File: src/rtl/wsfu_pkg.sv
package wsfu_pkg;

  localparam int unsigned MAX_PAYLOAD = 125;

  localparam logic [3:0] FIN_ONLY      = 4'h8;
  localparam logic [3:0] OPCODE_BINARY = 4'h2;

  // result status codes
  localparam logic [1:0] ST_DATA       = 2'd0;
  localparam logic [1:0] ST_EMPTY      = 2'd1;
  localparam logic [1:0] ST_BAD_HDR    = 2'd2;
  localparam logic [1:0] ST_BAD_OPCODE = 2'd3;

  typedef enum logic [4:0] {
    PH_HDR0 = 5'b00001,
    PH_HDR1 = 5'b00010,
    PH_MASK = 5'b00100,
    PH_DATA = 5'b01000,
    PH_HALT = 5'b10000
  } phase_t;

  typedef struct packed {
    logic [7:0] payload_byte;
    logic [1:0] status;
    logic       last;
  } result_t;

endpackage

File: src/rtl/wsfu_in_if.sv
interface wsfu_in_if;
  logic       valid;
  logic       ready;
  logic [7:0] rx_byte;

  modport source (output valid, output rx_byte, input ready);
  modport sink   (input valid, input rx_byte, output ready);
endinterface

File: src/rtl/wsfu_out_if.sv
interface wsfu_out_if;
  logic       valid;
  logic       ready;
  logic [7:0] payload_byte;
  logic [1:0] status;
  logic       last;

  modport source (output valid, output payload_byte, output status, output last, input ready);
  modport sink   (input valid, input payload_byte, input status, input last, output ready);
endinterface

File: src/rtl/websocket_frame_unmasker_unit.sv
// WebSocket receive deframer for short frames (7-bit length, masked, binary).
// in_ch: one received byte per item (rx_byte), valid/ready handshake.
// out_ch: result items {payload_byte, status, last}, valid/ready handshake.
// Header and mask-key bytes give no result; each payload byte gives one
// unmasked data item, last set on the final byte. A zero-length frame gives
// one empty-frame item on its fourth mask byte. A bad header gives one error
// item on header byte 1; the block then drops all input until reset.
// Throughput: one byte per clock, sustained, while out_ch keeps taking items.
// Path: an accepted byte is registered in the input register, processed
// against the frame state combinationally, and its result is loaded into
// the output register when the byte moves on; out_ch.valid comes from it.
// Stall: when out_ch stalls, the held result waits in the output register;
// one more byte is held in the input register, and in_ch.ready drops only
// when a result-producing byte cannot move on. Bytes that give no result
// pass through the frame state even while out_ch is stalled.
// Reset (rst_n low, synchronous): both registers empty, frame state back to
// waiting for header byte 0, mask key and counters cleared.
module websocket_frame_unmasker_unit (
  input  logic       clk,
  input  logic       rst_n,
  wsfu_in_if.sink    in_ch,
  wsfu_out_if.source out_ch
);

  logic              hold_valid;
  logic [7:0]        hold_byte;
  logic              consume;
  logic              res_valid;
  logic              room;
  wsfu_pkg::result_t res;
  wsfu_pkg::result_t out_res;

  // a held byte moves on unless it makes a result that has nowhere to go
  assign consume = hold_valid && (!res_valid || room);

  wsfu_in_stage u_in (
    .clk       (clk),
    .rst_n     (rst_n),
    .in_valid  (in_ch.valid),
    .in_byte   (in_ch.rx_byte),
    .in_ready  (in_ch.ready),
    .consume   (consume),
    .hold_valid(hold_valid),
    .hold_byte (hold_byte)
  );

  wsfu_deframer u_deframer (
    .clk      (clk),
    .rst_n    (rst_n),
    .rx_byte  (hold_byte),
    .consume  (consume),
    .res_valid(res_valid),
    .res      (res)
  );

  wsfu_out_stage u_out (
    .clk      (clk),
    .rst_n    (rst_n),
    .load     (consume && res_valid),
    .load_res (res),
    .room     (room),
    .out_valid(out_ch.valid),
    .out_ready(out_ch.ready),
    .out_res  (out_res)
  );

  assign out_ch.payload_byte = out_res.payload_byte;
  assign out_ch.status       = out_res.status;
  assign out_ch.last         = out_res.last;

endmodule

File: src/rtl/wsfu_in_stage.sv
module wsfu_in_stage (
  input  logic       clk,
  input  logic       rst_n,
  input  logic       in_valid,
  input  logic [7:0] in_byte,
  output logic       in_ready,
  input  logic       consume,
  output logic       hold_valid,
  output logic [7:0] hold_byte
);

  logic       valid_r, valid_nxt;
  logic [7:0] byte_r;

  assign in_ready = !valid_r || consume;

  always_comb begin
    valid_nxt = valid_r;
    if (consume) valid_nxt = 1'b0;
    if (in_valid && in_ready) valid_nxt = 1'b1;
  end

  always_ff @(posedge clk) begin
    if (!rst_n) begin
      valid_r <= 1'b0;
    end else begin
      valid_r <= valid_nxt;
    end
  end

  always_ff @(posedge clk) begin
    if (in_valid && in_ready) byte_r <= in_byte;
  end

  assign hold_valid = valid_r;
  assign hold_byte  = byte_r;

endmodule

File: src/rtl/wsfu_deframer.sv
module wsfu_deframer (
  input  logic              clk,
  input  logic              rst_n,
  input  logic [7:0]        rx_byte,
  input  logic              consume,
  output logic              res_valid,
  output wsfu_pkg::result_t res
);

  wsfu_pkg::phase_t phase_r, phase_nxt;
  logic [7:0]       hdr0_r, hdr0_nxt;
  logic [6:0]       left_r, left_nxt;
  logic [31:0]      key_r, key_nxt;
  logic [1:0]       pos_r, pos_nxt;
  logic [7:0]       key_byte;
  logic [7:0]       shifted_byte;

  always_comb begin
    case (pos_r)
      2'd0:    key_byte = key_r[31:24];
      2'd1:    key_byte = key_r[23:16];
      2'd2:    key_byte = key_r[15:8];
      default: key_byte = key_r[7:0];
    endcase
  end

  always_comb begin
    case (pos_r)
      2'd0:    shifted_byte = 8'h00;
      default: shifted_byte = 8'h00;
    endcase
  end

  always_comb begin
    phase_nxt        = phase_r;
    hdr0_nxt         = hdr0_r;
    left_nxt         = left_r;
    key_nxt          = key_r;
    pos_nxt          = pos_r;
    res_valid        = 1'b0;
    res.payload_byte = shifted_byte;
    res.status       = wsfu_pkg::ST_DATA;
    res.last         = 1'b1;
    case (phase_r)
      wsfu_pkg::PH_HDR0: begin
        hdr0_nxt  = rx_byte;
        phase_nxt = wsfu_pkg::PH_HDR1;
      end
      wsfu_pkg::PH_HDR1: begin
        if (hdr0_r[7:4] != wsfu_pkg::FIN_ONLY || !rx_byte[7]
            || rx_byte[6:0] > 7'(wsfu_pkg::MAX_PAYLOAD)) begin
          phase_nxt  = wsfu_pkg::PH_HALT;
          res_valid  = 1'b1;
          res.status = wsfu_pkg::ST_BAD_HDR;
        end else if (hdr0_r[3:0] != wsfu_pkg::OPCODE_BINARY) begin
          phase_nxt  = wsfu_pkg::PH_HALT;
          res_valid  = 1'b1;
          res.status = wsfu_pkg::ST_BAD_OPCODE;
        end else begin
          left_nxt  = rx_byte[6:0];
          key_nxt   = '0;
          pos_nxt   = 2'd0;
          phase_nxt = wsfu_pkg::PH_MASK;
        end
      end
      wsfu_pkg::PH_MASK: begin
        case (pos_r)
          2'd0:    key_nxt[31:24] = rx_byte;
          2'd1:    key_nxt[23:16] = rx_byte;
          2'd2:    key_nxt[15:8]  = rx_byte;
          default: key_nxt[7:0]   = rx_byte;
        endcase
        pos_nxt = pos_r + 2'd1;
        if (pos_r == 2'd3) begin
          if (left_r == 7'd0) begin
            // empty frame
            phase_nxt  = wsfu_pkg::PH_HDR0;
            res_valid  = 1'b1;
            res.status = wsfu_pkg::ST_EMPTY;
          end else begin
            phase_nxt = wsfu_pkg::PH_DATA;
          end
        end
      end
      wsfu_pkg::PH_DATA: begin
        pos_nxt          = pos_r + 2'd1;
        left_nxt         = left_r - 7'd1;
        res_valid        = 1'b1;
        res.payload_byte = rx_byte ^ key_byte;
        res.last         = (left_r == 7'd1);
        if (left_r == 7'd1) phase_nxt = wsfu_pkg::PH_HDR0;
      end
      default: begin
        // halted: drop every byte until reset
      end
    endcase
  end

  always_ff @(posedge clk) begin
    if (!rst_n) begin
      phase_r <= wsfu_pkg::PH_HDR0;
      hdr0_r  <= '0;
      left_r  <= '0;
      key_r   <= '0;
      pos_r   <= '0;
    end else if (consume) begin
      phase_r <= phase_nxt;
      hdr0_r  <= hdr0_nxt;
      left_r  <= left_nxt;
      key_r   <= key_nxt;
      pos_r   <= pos_nxt;
    end
  end

endmodule

File: src/rtl/wsfu_out_stage.sv
module wsfu_out_stage (
  input  logic              clk,
  input  logic              rst_n,
  input  logic              load,
  input  wsfu_pkg::result_t load_res,
  output logic              room,
  output logic              out_valid,
  input  logic              out_ready,
  output wsfu_pkg::result_t out_res
);

  logic              valid_r, valid_nxt;
  wsfu_pkg::result_t res_r;

  assign room = !valid_r || out_ready;

  always_comb begin
    valid_nxt = valid_r;
    if (out_ready) valid_nxt = 1'b0;
    if (load) valid_nxt = 1'b1;
  end

  always_ff @(posedge clk) begin
    if (!rst_n) begin
      valid_r <= 1'b0;
    end else begin
      valid_r <= valid_nxt;
    end
  end

  always_ff @(posedge clk) begin
    if (load) res_r <= load_res;
  end

  assign out_valid = valid_r;
  assign out_res   = res_r;

endmodule

File: src/flat_wrapper.sv
// flat-port wrapper written by rule: the top's interface ports become plain ports
module websocket_frame_unmasker_unit_flat 
  (clk, rst_n, in_ch_valid, in_ch_rx_byte, in_ch_ready, out_ch_valid, out_ch_payload_byte, out_ch_status, out_ch_last, out_ch_ready);
  wsfu_in_if in_ch_i ();
  wsfu_out_if out_ch_i ();
  input  logic clk;
  input  logic rst_n;
  input wire logic [$bits(in_ch_i.valid)-1:0] in_ch_valid;
  input wire logic [$bits(in_ch_i.rx_byte)-1:0] in_ch_rx_byte;
  output wire logic [$bits(in_ch_i.ready)-1:0] in_ch_ready;
  output wire logic [$bits(out_ch_i.valid)-1:0] out_ch_valid;
  output wire logic [$bits(out_ch_i.payload_byte)-1:0] out_ch_payload_byte;
  output wire logic [$bits(out_ch_i.status)-1:0] out_ch_status;
  output wire logic [$bits(out_ch_i.last)-1:0] out_ch_last;
  input wire logic [$bits(out_ch_i.ready)-1:0] out_ch_ready;
  assign in_ch_i.valid = in_ch_valid;
  assign in_ch_i.rx_byte = in_ch_rx_byte;
  assign in_ch_ready = in_ch_i.ready;
  assign out_ch_valid = out_ch_i.valid;
  assign out_ch_payload_byte = out_ch_i.payload_byte;
  assign out_ch_status = out_ch_i.status;
  assign out_ch_last = out_ch_i.last;
  assign out_ch_i.ready = out_ch_ready;
  websocket_frame_unmasker_unit u_core (.clk(clk), .rst_n(rst_n), .in_ch(in_ch_i), .out_ch(out_ch_i));
endmodule
File: config.mk
export PLATFORM = sky130hd
export DESIGN_NAME = websocket_frame_unmasker_unit_flat
export DESIGN_NICKNAME = d
export VERILOG_FILES = /design/src/rtl/wsfu_pkg.sv /design/src/rtl/wsfu_in_if.sv /design/src/rtl/wsfu_out_if.sv /design/src/rtl/websocket_frame_unmasker_unit.sv /design/src/rtl/wsfu_in_stage.sv /design/src/rtl/wsfu_deframer.sv /design/src/rtl/wsfu_out_stage.sv /design/src/flat_wrapper.sv
export SDC_FILE = /design/constraint.sdc
export NUM_CORES = 1
export LEC_CHECK = 0
export CORE_UTILIZATION = 63
export DETAILED_ROUTE_END_ITERATION = 12
export DONT_BUFFER_PORTS = 1
export PLACE_DENSITY = 0.75
export SLEW_MARGIN = 20
export SYNTH_ARGS = -nofsm -noshare
export SYNTH_HDL_FRONTEND = slang
export SYNTH_SLANG_ARGS = --single-unit
File: constraint.sdc
create_clock -name clk -period 3.1 [get_ports clk]
set_clock_uncertainty 0.1 [all_clocks]
set_input_delay 0.31 -clock clk [delete_from_list [all_inputs] [get_ports clk]]
set_output_delay 0.31 -clock clk [all_outputs]
set_load 0.005 [all_outputs]
==> flow_metrics.py, run 1 <==
metrics = {
    "yosys": {
        "synth_cells": 369,
        "synth_top_area_frac": 0.306,
        "syn-num-nets": 389,
        "synth_cell_types": 57,
        "yosysWarnings": 0,
        "ys_seq_elements": 75,
        "synthArstFlopShare": 0,
        "ys_seq_area_frac": 0.462,
        "synth-main-ff-cell": "dfxtp_1",
        "synth_edf_count": 19,
        "synth_area_um2": 3660,
        "yosys.area.top_type": "dfxtp_1",
        "syn_area_per_cell_um2": 9.92,
        "synthTopCellsByArea": "dfxtp_1, edfxtp_1, mux2i_1",
    },
    "setup_path": {
        "cp.arrival_ns": 2.71,
        "cp.required_ns": 3.27,
        "cp_max_fo": 26,
        "crit_chain": "nor2b_2, nand2_2, a21oi_2, buf_4, nor4_1, o22ai_1",
        "cpMaxStageDelayCell": "a21oi_2",
        "critPathTopFamily": "compound AO/OA/AOI/OAI gates",
        "cp-end-kind": "flop",
        "crit_buf_inv": 1,
        "slowest_delay_ns": 0.74,
        "startpoint_type": "flop",
        "path_class": "flop to flop",
    },
    "placement": {
        "detailed_place_hpwl_um": 5530,
        "place_congestion": 0.906,
        "portBuffers": 0,
    },
    "power_and_ir_drop": {
        "power_density_nw_per_um2": 493,
        "p_leak_uw": 0.00138,
        "ir_worst_vdd_uv": 382,
    },
    "global_route": {
        "gr-total-overflow": 0,
        "antenna_found_initial": 0,
        "track_usage": 0.293,
        "grt_max_degree": 31,
        "globalRoute.busiestLayer": "met2",
        "grt_use_met2": 0.458,
        "met1_usage": 0.392,
        "grt_pass1_vias": 2636,
        "use_met3": 0.0605,
        "grt_pass1_wl_um": 13600,
    },
    "timing": {
        "period_share": 0.817,
        "rsz0062_at_grt": "false",
        "setup_violations": 0,
        "fin_tns_setup_ns": 0,
        "maxSlewHeadroom": 0.277,
        "slew_viol_final": 0,
        "period_minus_slack_ns": 2.53,
        "max_freq_mhz": 395,
        "hold_viol": 0,
        "worstMarginPinSlew_ns": 1.08,
    },
    "drt": {
        "ant_nets": 0,
        "postRouteWirelength_um": 8370,
        "viasPerCell": 6.35,
        "dr.first_iter.drc_count": 346,
        "wl_per_cell_um": 18.6,
        "drc": 0,
        "num_vias": 2858,
        "firstDrtPassIters": 8,
    },
    "clock_tree": {
        "clk_pin_slew_ns": 0.08,
        "cts_root_buf": "clkbuf_8",
        "clock_latency_ns": 0.35,
        "h-tree-depth": 3,
        "cts_setup_buffers": 0,
        "cts_tree": "built",
        "cts.path.max_buffers": 2,
        "clock_sinks": 75,
        "cts_made_buffers": 9,
    },
    "layout": {
        "multi_input_area_um2": 1830,
        "n_fill_cell": 420,
        "final_util": 0.721,
        "layout.nets": 393,
        "area_growth_pct": 9.16,
        "num_antenna_cells": 0,
        "final-seq-area_um2": 1690,
        "layout_common_cells": "nand2_1, dfxtp_1, mux2i_1, nor2_1, edfxtp_1",
        "drive_gt1_frac": 0.0952,
        "final_common_cell": "nand2_1",
    },
    "outcome": {
        "status": "finished clean",
    },
    "floorplanning": {
        "core_um2": 5540,
        "num_rows": 27,
        "start_util": 0.661,
        "chipWidth_um": 78.2,
        "die-height_um": 78.2,
        "io_pins": 25,
        "die-area_um2": 6120,
    },
    "job": {
        "maxCapViolCount": 0,
    },
    "worst_hold_path": {
        "hp-class": "input port to flop",
    },
}
==> cells in the mapped netlist (2+ instances only) <==
master and count:
dfxtp_1 56, o21ai_1 4, a222oi_1 8, nor3_4 4, xnor2_1 9, inv_1 10, nor2b_1 2, a31oi_1 2
nand2b_1 5, nand2_1 58, nand4_1 2, nor2_1 24, nor2b_2 2, a21oi_1 11, o211ai_2 2, nor3_1 3
o22ai_1 4, o211ai_1 2, o311a_1 2, edfxtp_1 19, and2_1 6, buf_6 2, nor4_1 7, o21ai_0 13
or4_1 2, ha_1 8, mux2i_1 43, clkbuf_1 15, o32ai_1 2, nand3_1 15
==> sequential cells by signal (all words and copies together) (netlist names) <==
signal and count:
u_core.u_deframer.key_r 32, u_core.u_deframer.hdr0_r 8, u_core.u_out.out_res 11, u_core.u_deframer.left_r 7, u_core.u_in.hold_byte 8, u_core.u_deframer.pos_r 2, u_core.u_deframer.phase_r 5, u_core.u_out.out_valid 1
u_core.u_in.hold_valid 1
==> area by class of cell <==
type,count,area share
Multi-Input combinational cell,263,0.458
Clock inverter,7,0.0229
Inverter,11,0.0110
Timing Repair Buffer,13,0.0313
Tap cell,72,0.0225
Clock buffer,9,0.0310
Sequential cell,75,0.423
==> worst reg2reg max path, cell delays in order, from the launching register on <==
cell and delay [ns]:
dfxtp_1 0.50, nor2b_2 0.31, nand2_2 0.34, a21oi_2 0.74, buf_4 0.25, nor4_1 0.05, o22ai_1 0.15
==> metrics by stage <==
stage | worst slack, ns | std cells | hold WS (ns) | area [µm²] | power (µW)
2_1_floorplan | 0.704 | 369 | 0.309 | 3660 | 1140
3_3_place_gp | 0.726 | 423 | 0.309 | 3670 | 1150
3_5_place_dp | 0.618 | 423 | 0.309 | 3670 | 1150
4_1_cts | 0.601 | 450 | 0.000837 | 4000 | 1980
5_1_grt | 0.426 | 450 | 0.0131 | 4000 | 2020
6_report | 0.567 | 450 | 0.0159 | 4000 | 1970
==> where the power goes <==
group | leakage, µW | internal [µW] | switching [µW] | total [µW]
logic | 0.000626 | 44.5 | 58.1 | 103
registers | 0.000657 | 1020 | 27.6 | 1050
clock network | 0.000101 | 450 | 371 | 821
total | 0.00138 | 1510 | 457 | 1970
==> cell families (layout without fill, tap and decap cells) <==
kind of cell | count (synthesis) | after routing | share of synthesized area
muxes | 44 | 44 | 0.121
AOI/OAI and AO/OA | 63 | 63 | 0.129
DFF | 75 | 75 | 0.462
adders and majority gates | 8 | 8 | 0.0274
and+or+nand+nor | 139 | 139 | 0.201
xor gates and xnor gates | 9 | 9 | 0.0215
buffers and inverters | 31 | 40 | 0.0379
==> final timing paths <==
| check | from | endpoint | slack (ns) | cells past startpoint |
|---|---|---|---|---|
| setup / recovery | u_core.u_deframer.phase_r[3]$_SDFFE_PN0P_ | u_core.u_deframer.left_r[4]$_SDFFE_PN0P_ | 0.57 | 6 |
| hold / removal | rst_n | u_core.u_deframer.key_r[8]$_SDFFE_PN0P_ | 0.02 | 2 |
| setup reg to reg | u_core.u_deframer.phase_r[3]$_SDFFE_PN0P_ | u_core.u_deframer.left_r[4]$_SDFFE_PN0P_ | 0.57 | 6 |
| hold reg to reg | u_core.u_deframer.key_r[24]$_SDFFE_PN0P_ | u_core.u_deframer.key_r[24]$_SDFFE_PN0P_ | 0.36 | 2 |
==> routing by layer <==
| layer | wire length, µm | vias up | share of wire |
|---|---|---|---|
| met5 | 0 | - | 0 |
| met4 | 184 | 0 | 0.022 |
| met3 | 579 | 22 | 0.069 |
| met2 | 3810 | 147 | 0.45 |
| met1 | 3800 | 1346 | 0.45 |
| li1 | - | 1343 | - |
==> repair_timing <==
item	CTS	global route
resized for setup	0	0
endpoints found under the hold margin	36	0
hold buffers	11	0
(Power assumes the default switching activity.)
==> run 2, diff against run 1 <==
==> constraint.sdc (replaced) <==
create_clock -name clk -period 2.6 [get_ports clk]
set_clock_uncertainty 0.1 [all_clocks]
set_input_delay 0.26 -clock clk [delete_from_list [all_inputs] [get_ports clk]]
set_output_delay 0.26 -clock clk [all_outputs]
set_load 0.005 [all_outputs]
==> flow_metrics.py, run 2 (synthesis results as in run 1) <==
metrics = {
    "layout": {
        "top_register": "u_core.u_deframer.key_r",
        "largest_reg_flops": 32,
        "final_common_cell": "nand2_1",
        "n_fill_cell": 402,
        "drive_gt1_frac": 0.117,
        "layout_common_cells": "nand2_1, dfxtp_1, mux2i_1, nor2_1, edfxtp_1",
        "area_growth_pct": 10.7,
        "final_util": 0.731,
        "num_antenna_cells": 0,
        "layout.nets": 399,
    },
    "setup_path": {
        "regToRegStartpoint": "u_core.u_deframer.hdr0_r[3]$_SDFFE_PN0P_",
        "crit_path_start": "u_core.u_deframer.hdr0_r[3]$_SDFFE_PN0P_",
        "critical_path.reg2reg.endpoint": "u_core.u_in.hold_byte[6]$_DFFE_PP_",
        "cp.required_ns": 2.51,
        "path_class": "flop to flop",
        "cp_max_fo": 15,
        "cp.arrival_ns": 2.27,
        "reg2regPathDepth": 6,
        "r2r_slack_ns": 0.24,
        "critical_path.endpoint": "u_core.u_in.hold_byte[6]$_DFFE_PP_",
        "startpoint_type": "flop",
        "cp-end-kind": "flop",
    },
    "timing": {
        "max_freq_mhz": 424,
        "fin_tns_setup_ns": 0,
        "period_minus_slack_ns": 2.36,
        "slew_viol_final": 0,
        "setup_violations": 0,
        "layout_setup_ws_ns": 0.243,
        "maxSlewHeadroom": 0.575,
        "hold_viol": 0,
        "worstMarginPinSlew_ns": 0.637,
        "hold_ws_ns": 0.0261,
        "period_share": 0.906,
        "rsz0062_at_grt": "false",
    },
    "clock_tree": {
        "clock_latency_ns": 0.36,
        "cts_root_buf": "clkbuf_8",
        "clk_pin_slew_ns": 0.08,
        "cts_resized": 0,
        "cts_made_buffers": 9,
        "cts_tree": "built",
        "clock_sinks": 75,
        "h-tree-depth": 3,
        "cts.path.max_buffers": 2,
    },
    "drt": {
        "firstDrtPassIters": 5,
        "dr.first_iter.drc_count": 334,
        "drc": 0,
        "ant_nets": 0,
        "wl_per_cell_um": 19.0,
        "viasPerCell": 6.34,
        "num_vias": 2890,
        "postRouteWirelength_um": 8640,
    },
    "power_and_ir_drop": {
        "power_density_nw_per_um2": 581,
        "ir_worst_vdd_uv": 406,
        "clockPowerShare": 0.415,
        "p_leak_uw": 0.00143,
        "switching_power_uw": 574,
        "p_seq_frac": 0.531,
        "share_comb_of_total_power": 0.054,
        "intPower_uw": 1780,
        "p_sw_frac": 0.244,
    },
    "floorplanning": {
        "chipWidth_um": 78.2,
        "die-area_um2": 6120,
        "start_util": 0.661,
        "num_rows": 27,
        "die-height_um": 78.2,
        "io_pins": 25,
        "core_um2": 5540,
    },
    "worst_hold_path": {
        "hp-class": "input port to flop",
    },
    "global_route": {
        "antenna_found_initial": 0,
        "use_met3": 0.0779,
        "grt_use_met2": 0.478,
        "globalRoute.busiestLayer": "met2",
        "grt_pass1_wl_um": 14000,
        "grt_pass1_vias": 2701,
        "met1_usage": 0.396,
        "track_usage": 0.303,
        "gr-total-overflow": 0,
        "grt_max_degree": 45,
    },
    "placement": {
        "place_ws_ns": 0.307,
        "portBuffers": 0,
        "place_congestion": 0.906,
        "detailed_place_hpwl_um": 5760,
    },
    "outcome": {
        "status": "finished clean",
    },
    "job": {
        "maxCapViolCount": 0,
    },
}
[run 2: per-layer routing]
| metal | routed length, µm | part of all wire |
|---|---|---|
| met5 | 0 | 0 |
| met4 | 250 | 0.029 |
| met3 | 550 | 0.064 |
| met2 | 4110 | 0.48 |
| met1 | 3730 | 0.43 |
[run 2: how the worst min path moves through the flow]
stage	slack [ns]	from	depth (start not counted)	to
finish	0.03	rst_n	2	u_core.u_deframer.phase_r[0]$_SDFFE_PN1P_
global route	0.04	rst_n	2	u_core.u_deframer.phase_r[0]$_SDFFE_PN1P_
CTS	0.02	rst_n	2	u_core.u_deframer.phase_r[0]$_SDFFE_PN1P_
detailed placement	0.26	in_ch_rx_byte[6]	0	u_core.u_in.hold_byte[6]$_DFFE_PP_
global placement	0.26	in_ch_rx_byte[7]	0	u_core.u_in.hold_byte[7]$_DFFE_PP_
floorplan	0.26	in_ch_rx_byte[0]	0	u_core.u_in.hold_byte[0]$_DFFE_PP_
[run 2: critical path: stages, from the launching register on]
cell	delay (ns)
dfxtp_1	0.33
nor4b_2	0.35
o2111ai_1	0.24
nand2_4	0.16
inv_4	0.12
o211ai_2	0.25
and2_1	0.45
[run 2: area by class of cell]
cell class                      instances  area, µm²  share of cell area
Tap cell                               72       90.1              0.0222
Sequential cell                        75       1690               0.417
Inverter                               11       43.8              0.0108
Multi-Input combinational cell        263       1830               0.451
Clock buffer                           10        149              0.0367
Clock inverter                          6       68.8              0.0170
Timing Repair Buffer                   19        180              0.0445
[run 2: metrics by stage]
stage | instances | cell area (µm²) | power (µW)
finish | 456 | 4050 | 2350
global route | 456 | 4050 | 2410
CTS | 456 | 4050 | 2350
detailed placement | 429 | 3710 | 1370
global placement | 429 | 3710 | 1370
floorplan | 369 | 3660 | 1350
[run 2: timing repair]
action,CTS,global route
hold buffers,11,0
hold endpoints to repair,51,0
setup buffers,0,0
[run 2: power by group through the flow]
stage	combinational (µW)	clock, µW	sequential [µW]
2_1_floorplan	91.1	0	1260
3_3_place_gp	95.6	0	1270
3_5_place_dp	97.5	0	1270
4_1_cts	124	981	1250
5_1_grt	137	1030	1250
6_report	127	977	1250
==> run 3, diff against run 2 <==
==> constraint.sdc (replaced) <==
create_clock -name clk -period 2.2 [get_ports clk]
set_clock_uncertainty 0.1 [all_clocks]
set_input_delay 0.22 -clock clk [delete_from_list [all_inputs] [get_ports clk]]
set_output_delay 0.22 -clock clk [all_outputs]
set_load 0.005 [all_outputs]
==> flow_metrics.py, run 3 (synthesis results as in run 1) <==
metrics = {
    "layout": {
        "final_util": 0.772,
        "finalInstanceArea_um2": 4280,
        "final_common_cell": "nand2_1",
        "top_register": "u_core.u_deframer.key_r",
        "num_antenna_cells": 0,
        "layout_common_cells": "nand2_1, dfxtp_1, mux2i_1, nor2_1, buf_4",
        "drive_gt1_frac": 0.176,
        "layout.nets": 419,
        "largest_reg_flops": 32,
        "area_growth_pct": 16.9,
    },
    "clock_tree": {
        "clock_latency_ns": 0.36,
        "h-tree-depth": 3,
        "cts.path.max_buffers": 2,
        "clock_sinks": 75,
        "cts_root_buf": "clkbuf_8",
        "cts_tree": "built",
        "cts_setup_buffers": 0,
        "clk_pin_slew_ns": 0.08,
        "cts_made_buffers": 9,
    },
    "setup_path": {
        "startpoint_type": "flop",
        "slowest_delay_ns": 0.32,
        "cp_max_fo": 11,
        "cpMaxStageDelayCell": "dfxtp_1",
        "cp-end-kind": "flop",
        "crit_chain": "nor4b_2, o2111ai_1, nand2_4, inv_4, buf_4, nor3_4, buf_12, mux2i_1",
        "cp.arrival_ns": 2.29,
        "cp.required_ns": 2.38,
        "path_class": "flop to flop",
    },
    "timing": {
        "period_share": 0.958,
        "hold_viol": 0,
        "hold_ws_ns": 0.0306,
        "slew_viol_final": 0,
        "maxSlewHeadroom": 0.654,
        "period_minus_slack_ns": 2.11,
        "layout_setup_ws_ns": 0.0933,
        "fin_tns_setup_ns": 0,
        "setup_violations": 0,
        "max_freq_mhz": 475,
        "worstMarginPinSlew_ns": 0.519,
        "rsz0062_at_grt": "false",
    },
    "global_route": {
        "grt_max_degree": 49,
        "gr-total-overflow": 0,
        "grt_pass1_wl_um": 13900,
        "grt_pass1_vias": 2843,
        "track_usage": 0.300,
        "antenna_found_initial": 0,
    },
    "worst_hold_path": {
        "hp-class": "input port to flop",
    },
    "placement": {
        "place_ws_ns": 0.0971,
        "place_congestion": 0.915,
        "detailed_place_hpwl_um": 6110,
        "portBuffers": 0,
        "dpl_cell_area_um2": 3960,
    },
    "floorplanning": {
        "num_rows": 27,
        "core_um2": 5540,
        "chipWidth_um": 78.2,
        "io_pins": 25,
        "die-area_um2": 6120,
        "die-height_um": 78.2,
        "start_util": 0.661,
    },
    "outcome": {
        "status": "finished clean",
    },
    "power_and_ir_drop": {
        "ir_worst_vdd_uv": 529,
        "p_leak_uw": 0.00153,
        "power_density_nw_per_um2": 639,
    },
    "drt": {
        "num_vias": 2956,
        "firstDrtPassIters": 5,
        "viasPerCell": 6.21,
        "postRouteWirelength_um": 8510,
        "dr.first_iter.drc_count": 341,
        "ant_nets": 0,
        "drc": 0,
        "wl_per_cell_um": 17.9,
    },
    "job": {
        "maxCapViolCount": 0,
    },
}
-- run 3: changes by cell type in the layout (fill, tap and decap cells not counted), sizes merged --
cell         previous run  this run
buf                     9        30
clkbuf                 10         9
clkinv                  2         3
clkinvlp                1         0
dlygate4sd3            10         9
inv                    13        14
-- run 3: area by class of cell --
cell class / count / area (µm²)
tap: 72 / 90.1
multi-input combinational: 263 / 1850
inverter: 11 / 43.8
timing repair buffer: 39 / 403
fill: 378 / 1260
clock buffer: 9 / 124
clock inverter: 7 / 73.8
sequential: 75 / 1690
-- run 3: power breakdown --
group          switching [µW]  total [µW]  internal, µW
clock network             549        1080           532
registers                24.8        1460          1440
logic                     103         192          89.1
-- run 3: repair_timing --
item,in CTS,in global routing
endpoints found under the hold margin,55,0
endpoints found under the setup margin,0,15
hold buffers,10,0
resized for setup,0,6
-- run 3: through the flow --
| stage | total power, µW | instances |
|---|---|---|
| after floorplan | 1600 | 369 |
| after global placement | 1650 | 450 |
| after detailed placement | 1650 | 450 |
| after CTS | 2740 | 476 |
| after global routing | 2810 | 476 |
| final | 2730 | 476 |
-- run 3: layer usage --
layer  routed length (µm)  part of all wire  vias up  track usage
met4                  195             0.023        0        0.133
met2                 3970              0.47      125        0.489
met1                 3800              0.45     1415        0.389
met3                  541             0.064       13       0.0558
li1                     -                 -     1403            -
met5                    0                 0        -            0
-- run 3: path summary, 6_finish.rpt --
kind,startpoint,end,slack [ns],cells after the start
max,u_core.u_deframer.hdr0_r[3]$_SDFFE_PN0P_,u_core.u_deframer.key_r[25]$_SDFFE_PN0P_,0.09,8
min,rst_n,u_core.u_deframer.key_r[18]$_SDFFE_PN0P_,0.03,2
max reg2reg,u_core.u_deframer.hdr0_r[3]$_SDFFE_PN0P_,u_core.u_deframer.key_r[25]$_SDFFE_PN0P_,0.09,8
min reg2reg,u_core.u_deframer.key_r[26]$_SDFFE_PN0P_,u_core.u_deframer.key_r[26]$_SDFFE_PN0P_,0.36,2
-- run 3: critical path, delay by kind of cell, from the launching register on --
| kind | cells | cell delay, ns |
|---|---|---|
| flops | 1 | 0.32 |
| mux | 1 | 0.19 |
| buf+inv | 3 | 0.42 |
| compound gates | 1 | 0.25 |
| simple gates | 3 | 0.74 |
